`src/design/rce_pkg.sv`:
```
package rce_pkg;

    localparam int TOP_BITS    = 24;
    localparam int BOTTOM_BITS = 15;

    localparam logic [31:0] RC_TOP = 32'd1 << TOP_BITS;
    localparam logic [31:0] RC_BOT = 32'd1 << BOTTOM_BITS;

    // command codes of an input item
    localparam logic [1:0] CMD_SCALE = 2'd0;
    localparam logic [1:0] CMD_SHIFT = 2'd1;
    localparam logic [1:0] CMD_FLUSH = 2'd2;
    localparam logic [1:0] CMD_NONE  = 2'd3;

    typedef struct packed {
        logic [1:0]  cmd;
        logic [14:0] low_count;
        logic [15:0] high_count;
        logic [15:0] total_scale;
        logic [3:0]  shift_amount;
    } sym_t;

    typedef struct packed {
        logic [7:0] out_byte;
        logic       last_of_run;
    } code_t;

    typedef struct packed {
        logic load;
        logic div_step;
        logic shift_range;
        logic mul_lo;
        logic mul_acc;
        logic mul_range;
        logic norm_step;
        logic norm_end;
        logic flush_step;
    } dp_cmd_t;

    typedef struct packed {
        logic div_last;
        logic norm_go;
        logic norm_full;
        logic pend_valid;
        logic out_free;
        logic flush_last;
    } dp_stat_t;

endpackage

```
`src/design/rce_dp.sv`:
```
module rce_dp
    import rce_pkg::*;
(
    input  logic     clk,
    input  logic     rst_n,
    input  sym_t     sym_data,
    input  dp_cmd_t  dp_cmd,
    output dp_stat_t dp_stat,
    output logic     code_valid,
    input  logic     code_stall,
    output code_t    code_data
);

    logic [31:0] low_reg,   low_next;
    logic [31:0] range_reg, range_next;
    logic [31:0] q_reg,     q_next;
    logic [15:0] rem_reg,   rem_next;
    logic [15:0] div_reg,   div_next;
    logic [4:0]  dcnt_reg,  dcnt_next;
    logic [14:0] lo_reg,    lo_next;
    logic [15:0] hi_reg,    hi_next;
    logic [3:0]  sh_reg,    sh_next;
    logic [31:0] prod_reg,  prod_next;
    logic [2:0]  cnt_reg,   cnt_next;
    logic [7:0]  pend_reg,  pend_next;
    logic        pend_v_reg, pend_v_next;
    logic        out_v_reg, out_v_next;
    code_t       out_reg,   out_next;

    logic [16:0] trial;
    logic        ge;
    logic [16:0] trial_sub;
    logic [31:0] diff;
    logic [31:0] sum;
    logic        go_raw;
    logic        clip;
    logic [31:0] clipped;
    logic        emit;
    code_t       emit_item;

    // restoring division, one quotient bit per cycle
    assign trial     = {rem_reg, q_reg[31]};
    assign ge        = trial >= {1'b0, div_reg};
    assign trial_sub = trial - {1'b0, div_reg};

    assign diff = {16'd0, hi_reg} - {17'd0, lo_reg};

    // settled top byte, or an underflowing range that gets clipped
    assign sum     = low_reg + range_reg;
    assign go_raw  = (low_reg ^ sum) < RC_TOP;
    assign clip    = !go_raw && (range_reg < RC_BOT);
    assign clipped = (32'd0 - low_reg) & (RC_BOT - 32'd1);

    assign emit = (dp_cmd.norm_step && pend_v_reg) || dp_cmd.norm_end || dp_cmd.flush_step;

    always_comb
    begin
        if (dp_cmd.flush_step)
        begin
            emit_item.out_byte    = low_reg[31:24];
            emit_item.last_of_run = (cnt_reg == 3'd3);
        end
        else
        begin
            emit_item.out_byte    = pend_reg;
            emit_item.last_of_run = dp_cmd.norm_end;
        end
    end

    always_comb
    begin
        low_next    = low_reg;
        range_next  = range_reg;
        q_next      = q_reg;
        rem_next    = rem_reg;
        div_next    = div_reg;
        dcnt_next   = dcnt_reg;
        lo_next     = lo_reg;
        hi_next     = hi_reg;
        sh_next     = sh_reg;
        prod_next   = prod_reg;
        cnt_next    = cnt_reg;
        pend_next   = pend_reg;
        pend_v_next = pend_v_reg;
        out_v_next  = out_v_reg;
        out_next    = out_reg;

        if (dp_cmd.load)
        begin
            lo_next     = sym_data.low_count;
            hi_next     = sym_data.high_count;
            sh_next     = sym_data.shift_amount;
            div_next    = (sym_data.total_scale == 16'd0) ? 16'd1 : sym_data.total_scale;
            q_next      = range_reg;
            rem_next    = '0;
            dcnt_next   = '0;
            cnt_next    = '0;
            pend_v_next = 1'b0;
        end

        if (dp_cmd.div_step)
        begin
            rem_next  = ge ? trial_sub[15:0] : trial[15:0];
            q_next    = {q_reg[30:0], ge};
            dcnt_next = dcnt_reg + 5'd1;
        end

        if (dp_cmd.shift_range)
            q_next = range_reg >> sh_reg;

        if (dp_cmd.mul_lo)
            prod_next = {17'd0, lo_reg} * q_reg;

        if (dp_cmd.mul_acc)
        begin
            low_next  = low_reg + prod_reg;
            prod_next = q_reg * diff;
        end

        if (dp_cmd.mul_range)
            range_next = prod_reg;

        if (dp_cmd.norm_step)
        begin
            pend_next   = low_reg[31:24];
            pend_v_next = 1'b1;
            low_next    = low_reg << 8;
            range_next  = (clip ? clipped : range_reg) << 8;
            cnt_next    = cnt_reg + 3'd1;
        end

        if (dp_cmd.norm_end)
            pend_v_next = 1'b0;

        if (dp_cmd.flush_step)
        begin
            low_next = low_reg << 8;
            cnt_next = cnt_reg + 3'd1;
        end

        if (emit)
        begin
            out_v_next = 1'b1;
            out_next   = emit_item;
        end
        else if (!code_stall)
        begin
            out_v_next = 1'b0;
        end
    end

    always_ff @(posedge clk or negedge rst_n)
    begin
        if (!rst_n)
        begin
            low_reg    <= '0;
            range_reg  <= '1;
            dcnt_reg   <= '0;
            cnt_reg    <= '0;
            pend_v_reg <= 1'b0;
            out_v_reg  <= 1'b0;
        end
        else
        begin
            low_reg    <= low_next;
            range_reg  <= range_next;
            dcnt_reg   <= dcnt_next;
            cnt_reg    <= cnt_next;
            pend_v_reg <= pend_v_next;
            out_v_reg  <= out_v_next;
        end
    end

    always_ff @(posedge clk)
    begin
        q_reg    <= q_next;
        rem_reg  <= rem_next;
        div_reg  <= div_next;
        lo_reg   <= lo_next;
        hi_reg   <= hi_next;
        sh_reg   <= sh_next;
        prod_reg <= prod_next;
        pend_reg <= pend_next;
        out_reg  <= out_next;
    end

    assign dp_stat.div_last   = &dcnt_reg;
    assign dp_stat.norm_go    = go_raw || clip;
    assign dp_stat.norm_full  = cnt_reg[2];
    assign dp_stat.pend_valid = pend_v_reg;
    assign dp_stat.out_free   = !out_v_reg || !code_stall;
    assign dp_stat.flush_last = (cnt_reg == 3'd3);

    assign code_valid = out_v_reg;
    assign code_data  = out_reg;

endmodule

```
`src/design/rce_ctrl.sv`:
```
module rce_ctrl
    import rce_pkg::*;
(
    input  logic     clk,
    input  logic     rst_n,
    input  logic     sym_valid,
    input  logic [1:0] cmd,
    output logic     sym_stall,
    output dp_cmd_t  dp_cmd,
    input  dp_stat_t dp_stat
);

    typedef enum logic [7:0] {
        ST_IDLE  = 8'b0000_0001,
        ST_DIV   = 8'b0000_0010,
        ST_SHIFT = 8'b0000_0100,
        ST_MULA  = 8'b0000_1000,
        ST_MULB  = 8'b0001_0000,
        ST_MULC  = 8'b0010_0000,
        ST_NORM  = 8'b0100_0000,
        ST_FLUSH = 8'b1000_0000
    } state_t;

    state_t state_reg, state_next;

    assign sym_stall = (state_reg != ST_IDLE);

    always_comb
    begin
        state_next = state_reg;
        dp_cmd     = '0;

        case (state_reg)
            ST_IDLE:
            begin
                if (sym_valid)
                begin
                    dp_cmd.load = 1'b1;
                    case (cmd)
                        CMD_SCALE: state_next = ST_DIV;
                        CMD_SHIFT: state_next = ST_SHIFT;
                        CMD_FLUSH: state_next = ST_FLUSH;
                        CMD_NONE:  state_next = ST_IDLE;
                        default:   state_next = ST_IDLE;
                    endcase
                end
            end
            ST_DIV:
            begin
                dp_cmd.div_step = 1'b1;
                if (dp_stat.div_last)
                    state_next = ST_MULA;
            end
            ST_SHIFT:
            begin
                dp_cmd.shift_range = 1'b1;
                state_next         = ST_MULA;
            end
            ST_MULA:
            begin
                dp_cmd.mul_lo = 1'b1;
                state_next    = ST_MULB;
            end
            ST_MULB:
            begin
                dp_cmd.mul_acc = 1'b1;
                state_next     = ST_MULC;
            end
            ST_MULC:
            begin
                dp_cmd.mul_range = 1'b1;
                state_next       = ST_NORM;
            end
            ST_NORM:
            begin
                // one byte is held back until we know whether it closes the run
                if (dp_stat.norm_full || !dp_stat.norm_go)
                begin
                    if (!dp_stat.pend_valid)
                    begin
                        state_next = ST_IDLE;
                    end
                    else if (dp_stat.out_free)
                    begin
                        dp_cmd.norm_end = 1'b1;
                        state_next      = ST_IDLE;
                    end
                end
                else if (!dp_stat.pend_valid || dp_stat.out_free)
                begin
                    dp_cmd.norm_step = 1'b1;
                end
            end
            ST_FLUSH:
            begin
                if (dp_stat.out_free)
                begin
                    dp_cmd.flush_step = 1'b1;
                    if (dp_stat.flush_last)
                        state_next = ST_IDLE;
                end
            end
            default:
            begin
                state_next = ST_IDLE;
            end
        endcase
    end

    always_ff @(posedge clk or negedge rst_n)
    begin
        if (!rst_n)
            state_reg <= ST_IDLE;
        else
            state_reg <= state_next;
    end

endmodule

```
`src/design/range_coder_encoder.sv`:
```
// Carryless range encoder with a 32-bit low and range. One symbol is worked on at a
// time; sym_stall stays high from the transfer of a symbol until its last code byte
// has been staged. An encode with a total scale first runs the bit-serial divider,
// which sets most of its time, then the multiply/accumulate states MULA, MULB and
// MULC, and then stages its code bytes. An encode with a power-of-two shift shifts
// the range in place of the divider. A flush sends four bytes on consecutive cycles.
// A stall on the code side holds the byte in the output register and pauses the run.
module range_coder_encoder
    import rce_pkg::*;
(
    input  logic  clk,
    input  logic  rst_n,
    input  logic  sym_valid,
    output logic  sym_stall,
    input  sym_t  sym_data,
    output logic  code_valid,
    input  logic  code_stall,
    output code_t code_data
);

    dp_cmd_t  dp_cmd;
    dp_stat_t dp_stat;

    rce_ctrl u_ctrl (
        .clk       (clk),
        .rst_n     (rst_n),
        .sym_valid (sym_valid),
        .cmd       (sym_data.cmd),
        .sym_stall (sym_stall),
        .dp_cmd    (dp_cmd),
        .dp_stat   (dp_stat)
    );

    rce_dp u_dp (
        .clk        (clk),
        .rst_n      (rst_n),
        .sym_data   (sym_data),
        .dp_cmd     (dp_cmd),
        .dp_stat    (dp_stat),
        .code_valid (code_valid),
        .code_stall (code_stall),
        .code_data  (code_data)
    );

endmodule

```
`config.mk`:
```
export PLATFORM = sky130hd
export DESIGN_NAME = range_coder_encoder
export DESIGN_NICKNAME = d
export VERILOG_FILES = /design/src/design/rce_pkg.sv /design/src/design/rce_dp.sv /design/src/design/rce_ctrl.sv /design/src/design/range_coder_encoder.sv
export SDC_FILE = /design/constraint.sdc
export NUM_CORES = 2
export LEC_CHECK = 0
export BUFFER_PORTS_ARGS = -buffer_cell sky130_fd_sc_hd__buf_2
export CAP_MARGIN = 20
export CORE_MARGIN = 3
export CORE_UTILIZATION = 62
export DETAILED_ROUTE_END_ITERATION = 8
export PLACE_DENSITY = 0.86
export SLEW_MARGIN = 10
export SYNTH_ARGS = -nofsm -noshare
export SYNTH_HDL_FRONTEND = slang
export SYNTH_SLANG_ARGS = --single-unit
```
`constraint.sdc`:
```
create_clock -name clk -period 19.3 [get_ports clk]
set_input_delay 2.895 -clock clk [delete_from_list [all_inputs] [get_ports clk]]
set_output_delay 2.895 -clock clk [all_outputs]
set_load 0.03 [all_outputs]
```
; Word-level counts from Yosys, hierarchy flattened
; Index checks and enable logic that the tools add are counted.
; W data, S select, Z words.
[classes]
eq_ne = 20
n_mux = 48
n_reduce_logical = 24
add_sub_neg = 7
n_shift = 1
order_cmp = 3
bitwise = 1
n_mul = 2
[ops]
columns = op, count
row1 = $mux W32, 10
row2 = $add A32 B32 Y32, 2
row3 = $pmux W8 S8, 1
row4 = $mux W8, 7
row5 = $mux W16, 3
row6 = $lt A32 B16 Y1 const B, 1
row7 = $lt A32 B25 Y1 const B, 1
row8 = $mul A15 B32 Y32, 1
row9 = $mul A32 B32 Y32, 1
row10 = $pmux W8 S4, 1
row11 = $shr A32 B4 Y32, 1
row12 = $xor A32 B32 Y32, 1
row13 = $mux W24, 1
row14 = $mux W1, 18
row15 = $ge A17 B16 Y1, 1
row16 = $sub A16 B15 Y17, 1
row17 = $logic_not A16 Y1, 1
row18 = $sub A16 B16 Y16, 1
row19 = $sub A1 B15 Y15 const A, 1
row20 = $reduce_bool A3 Y1, 4
row21 = $mux W5, 2
row22 = $mux W3, 3
row23 = $mux W9, 1
row24 = $eq A8 B1 Y1 const B, 1
row25 = other kinds (24), 41
[totals]
elab_cells = 123
reg_bits = 230
inputBits = 57
output_inout_bits = 11

; Depth between registers and ports, before layout
[logic_depth]
depth_word = 14
depth_mapped = 43
ltp_nobuf = 42

; Modules after synthesis
; Synthesis repeated with hierarchy kept, for this count alone.
[hier_totals]
cells_unflattened = 4202
area_unflattened_um2 = 38532.0
[by_module_without_submodules]
columns = module, instances, area_each_um2, seq_area_each_um2, cells_each
row1 = rce_dp, 1, 37957.7, 6336.1, 4143
row2 = rce_ctrl, 1, 574.3, 201.4, 59

; Least setup slack after synthesis
; Ideal clock, no wire load.
[synth_path]
path_kind = reg2reg
startpoint = register u_dp.lo_reg[3]
endpoint = register u_dp.prod_reg[31], data pin
synth_period_minus_slack_ns = 10.071
setup_ns = 0.274
arrival_time_ns = 9.797
path_slack_ns = 9.229
required_ns = 19.026
stages_incl_launch_ff = 42
path_buffers = 3
cell_sequence = edfxtp_1 -> clkbuf_1 -> buf_1 -> inv_1 -> ha_1 -> o21a_1 -> o31a_1 -> o31ai_1 -> o2111ai_1 -> a21oi_1 -> o21bai_1 -> a21oi_1 -> nor2b_1 -> nor3_1 -> clkbuf_1 -> nand2_1 -> inv_1 -> fa_1 -> [... 6 more ...] -> fa_1 -> fa_1 -> fa_1 -> fa_1 -> xor2_1 -> xnor2_1 -> xnor2_1 -> xnor2_1 -> xnor2_1 -> xnor2_1 -> xnor3_1 -> xnor2_1 -> xnor2_1 -> xnor3_1 -> xnor3_1 -> xnor2_1 -> nor2_1 -> a31oi_1
[synth_between]
elab_chain_cells = 3
elab_cells_between_ends = 5
classes_between = add/sub: 1 / mul: 2 / mux: 2
[synth_lines]
columns = item, line_no
row1 = "start, declared", rce_dp.sv:20  ; logic [14:0] lo_reg, lo_next;
row2 = "start signal, assigned", rce_dp.sv:179  ; lo_reg <= lo_next;
row3 = $sub A16 B15 Y17 or $mul A15 B32 Y32 (tied branches), "rce_dp.sv:46, rce_dp.sv:112"
row4 = $mul A32 B32 Y32 or $mux W32 (tied branches), "rce_dp.sv:117, rce_dp.sv:111"
row5 = $mux W32 *, rce_dp.sv:114  ; if (dp_cmd.mul_acc)
row6 = via u_dp.prod_next[31], rce_dp.sv:23  ; logic [31:0] prod_reg, prod_next;
row7 = "end signal, assigned", rce_dp.sv:182  ; prod_reg <= prod_next;
row8 = "end, declared", rce_dp.sv:23
; The timed path passes the listed nets; every way through them passes the cells marked *. The select of a mux whose other input is x is not followed.
; A chain may end at the register's enable or synchronous reset.

; Final worst setup path
[layout_path]
startpoint = register u_dp.lo_reg[2]
endpoint = register u_dp.prod_reg[31], data pin
; The elaborated chain is that of the path after synthesis.

==> flow_summary.json <==
{
  "drv_cap": 0,
  "criticalPathCategory": "flop to flop",
  "tightest_slew_ns": 1.093,
  "holdBufCountCts": 0,
  "violations": "design-rule violations",
  "synth_async_sr_flop_share": 0.3565,
  "grtUsageTotal": 0.3195,
  "critPathArrivalTime_ns": 11.06,
  "cts_buffer_depth": 3,
  "worst_ep_required_time_ns": 19.60,
  "grt_pass1_vias": 32950,
  "synth_warnings": 0,
  "cts_root_buf": "clkbuf_16",
  "maxSlewHeadroom": 0.2715,
  "synth_nets": 5278,
  "synth-edff-count": 148,
  "avgSynthCellArea_um2": 9.249,
  "cts_buffers": 27,
  "fin_ws_ns": 8.544,
  "slowest_stage": "fa_1",
  "cts_resized": 0,
  "wl_um": 103600,
  "setup_viol": 0,
  "hold_violations": 0,
  "dr_total_vias": 30970,
  "ant_nets": 0,
  "postSynthCellCount": 4266,
  "cpLargestDelayFamily": "adder cells",
  "ios": 68,
  "period_share": 0.5573,
  "area_growth_pct": 5.514,
  "dieArea_um2": 66700,
  "rsz0062_at_grt": "no",
  "end_kind": "flop",
  "port_buffers": 67,
  "wl_per_cell_um": 20.45,
  "place_hpwl_um": 77440,
  "die_h_um": 258.3,
  "firstDrtPassIters": 9,
  "hp-class": "flop to flop",
  "cts_tree": "built",
  "drive_above_1_share": 0.06476,
  "clock_latency_ns": 0.56,
  "start_kind": "flop",
  "gp_congestion": 0.9203,
  "ys_seq_area_frac": 0.1657,
  "final_nets": 5222,
  "skew_ns": 0.01309,
  "diodes": 0,
  "clk_pin_slew_ns": 0.06,
  "routed_via_density": 6.111,
  "synth-main-ff-cell": "edfxtp_1",
  "drt_iter0_markers": 2884,
  "fin_tns_setup_ns": 0,
  "htree_levels": 1,
  "antenna_found_initial": 0,
  "syn_area_um2": 39460,
  "rows": 91,
  "path_max_fanout": 31,
  "slowest_delay_ns": 0.60,
  "core_area_um2": 62280,
  "cts_setup_buffers": 0,
  "die_w_um": 258.3,
  "post-route-min-period_ns": 10.76,
  "slew_viol_final": 0,
  "initial_core_util": 0.6335,
  "fmax_mhz": 92.97,
  "pre_cts_ws_ns": 8.484,
  "timing.critical_path.buf_inv": 8,
  "grt_start_max_net_pins": 72,
  "drc": 1,
  "clock_sinks": 230,
  "yosys_register_bits": 230,
  "overflow": 0,
  "synth_cell_types": 78,
  "status": "complete, but fails checks",
  "grt_pass1_wl_um": 170800
}
-- cell usage in the layout (no fill, tap or decap), types with 16 or more instances in the layout --
master / instances
nor2b_1: 66
edfxtp_1: 148
nor3_1: 29
buf_2: 66
a31oi_1: 30
nand2_1: 682
a22oi_1: 16
mux2i_1: 46
nand3_1: 83
a222oi_1: 20
clkbuf_16: 32
nand2b_1: 41
o21bai_1: 23
and2_1: 287
nor2_1: 110
a21oi_1: 121
ha_1: 274
fa_1: 681
o21a_1: 16
inv_1: 688
o21ai_0: 133
xor2_1: 53
buf_4: 76
xnor2_1: 126
mux2_2: 22
a211oi_1: 18
dfstp_2: 33
nor4_1: 17
dfrtp_1: 49
a21o_1: 52
-- final cells by class --
cell class	count	area, um^2
multi-input combinational	3114	29530
fill	4688	20650
sequential	230	6538
inverter	692	2597
tap	837	1047
timing repair buffer	145	950.9
clock buffer	41	904.6
clock inverter	9	61.31
-- per-stage QoR --
stage	utilization	hold WS, ns	std cells	cell area [um^2]
2_1_floorplan	-	0.4674	4266	39460
3_3_place_gp	0.6520	0.4866	5014	40610
3_5_place_dp	0.6520	0.4992	5014	40610
4_1_cts	0.6675	0.5112	5064	41570
5_1_grt	0.6685	0.5297	5068	41630
6_report	0.6685	0.5097	5068	41630
-- synth_stat cells (all sizes together), types with 9 or more instances --
cell type / count / share of area
inv: 692 / 0.066
nand2: 682 / 0.065
fa: 681 / 0.35
and2: 287 / 0.046
ha: 274 / 0.087
clkbuf: 208 / 0.020
edfxtp: 148 / 0.11
o21ai: 141 / 0.018
xnor2: 132 / 0.029
a21oi: 122 / 0.015
nor2: 111 / 0.011
nand3: 83 / 0.011
nor2b: 66 / 0.010
xor2: 55 / 0.012
a21o: 52 / 0.0099
dfrtp: 49 / 0.031
mux2i: 46 / 0.012
nand2b: 41 / 0.0065
dfstp: 33 / 0.022
a31oi: 30 / 0.0048
nor3: 29 / 0.0037
mux2: 23 / 0.0066
o21bai: 23 / 0.0044
buf: 22 / 0.0024
a222oi: 20 / 0.0051
a211oi: 18 / 0.0034
nor4: 17 / 0.0027
a22oi: 16 / 0.0030
o21a: 16 / 0.0030
o211ai: 11 / 0.0021
and3: 10 / 0.0016
nand4: 10 / 0.0016
nor3b: 10 / 0.0019
o31ai: 9 / 0.0017
or3: 9 / 0.0014
-- logic make-up after synthesis --
kind of cell             count (synthesis)  share of synthesized area
buffers and inverters                  922                    0.08803
XOR/XNOR                               190                    0.04322
AO/OA/AOI/OAI                          525                    0.08679
adder cells (fa/ha/maj)                955                     0.4324
flip-flops                             230                     0.1657
AND/OR/NAND/NOR                       1374                     0.1651
multiplexers                            70                    0.01880
-- per-layer routing --
metal,vias up,global-route usage,share of wire
li1,13370,-,-
met1,15380,0.4112,0.37
met2,1792,0.5345,0.48
met3,435,0.04095,0.090
met4,0,0.1652,0.064
met5,-,0,0
-- worst paths after layout --
kind / cells past startpoint / end / slack (ns) / start
max: 41 / u_dp.prod_reg[31] / 8.54 / u_dp.lo_reg[2]
min: 2 / u_dp.range_reg[22] / 0.51 / u_dp.prod_reg[22]
max reg2reg: 41 / u_dp.prod_reg[31] / 8.54 / u_dp.lo_reg[2]
min reg2reg: 2 / u_dp.range_reg[22] / 0.51 / u_dp.prod_reg[22]
max in group asynchronous: 2 / u_dp.low_reg[2] / 15.93 / rst_n
min in group asynchronous: 1 / u_dp.dcnt_reg[3] / 2.16 / rst_n
-- worst min-delay path: cells and delay by family, from the launching register on --
family	cells	cell delay, ns
DFF	1	0.35
and+or+nand+nor	2	0.12
Power is left out: the tool's default activity adds up to more than one toggle a clock period on the data nets, which glitch-free logic cannot reach.
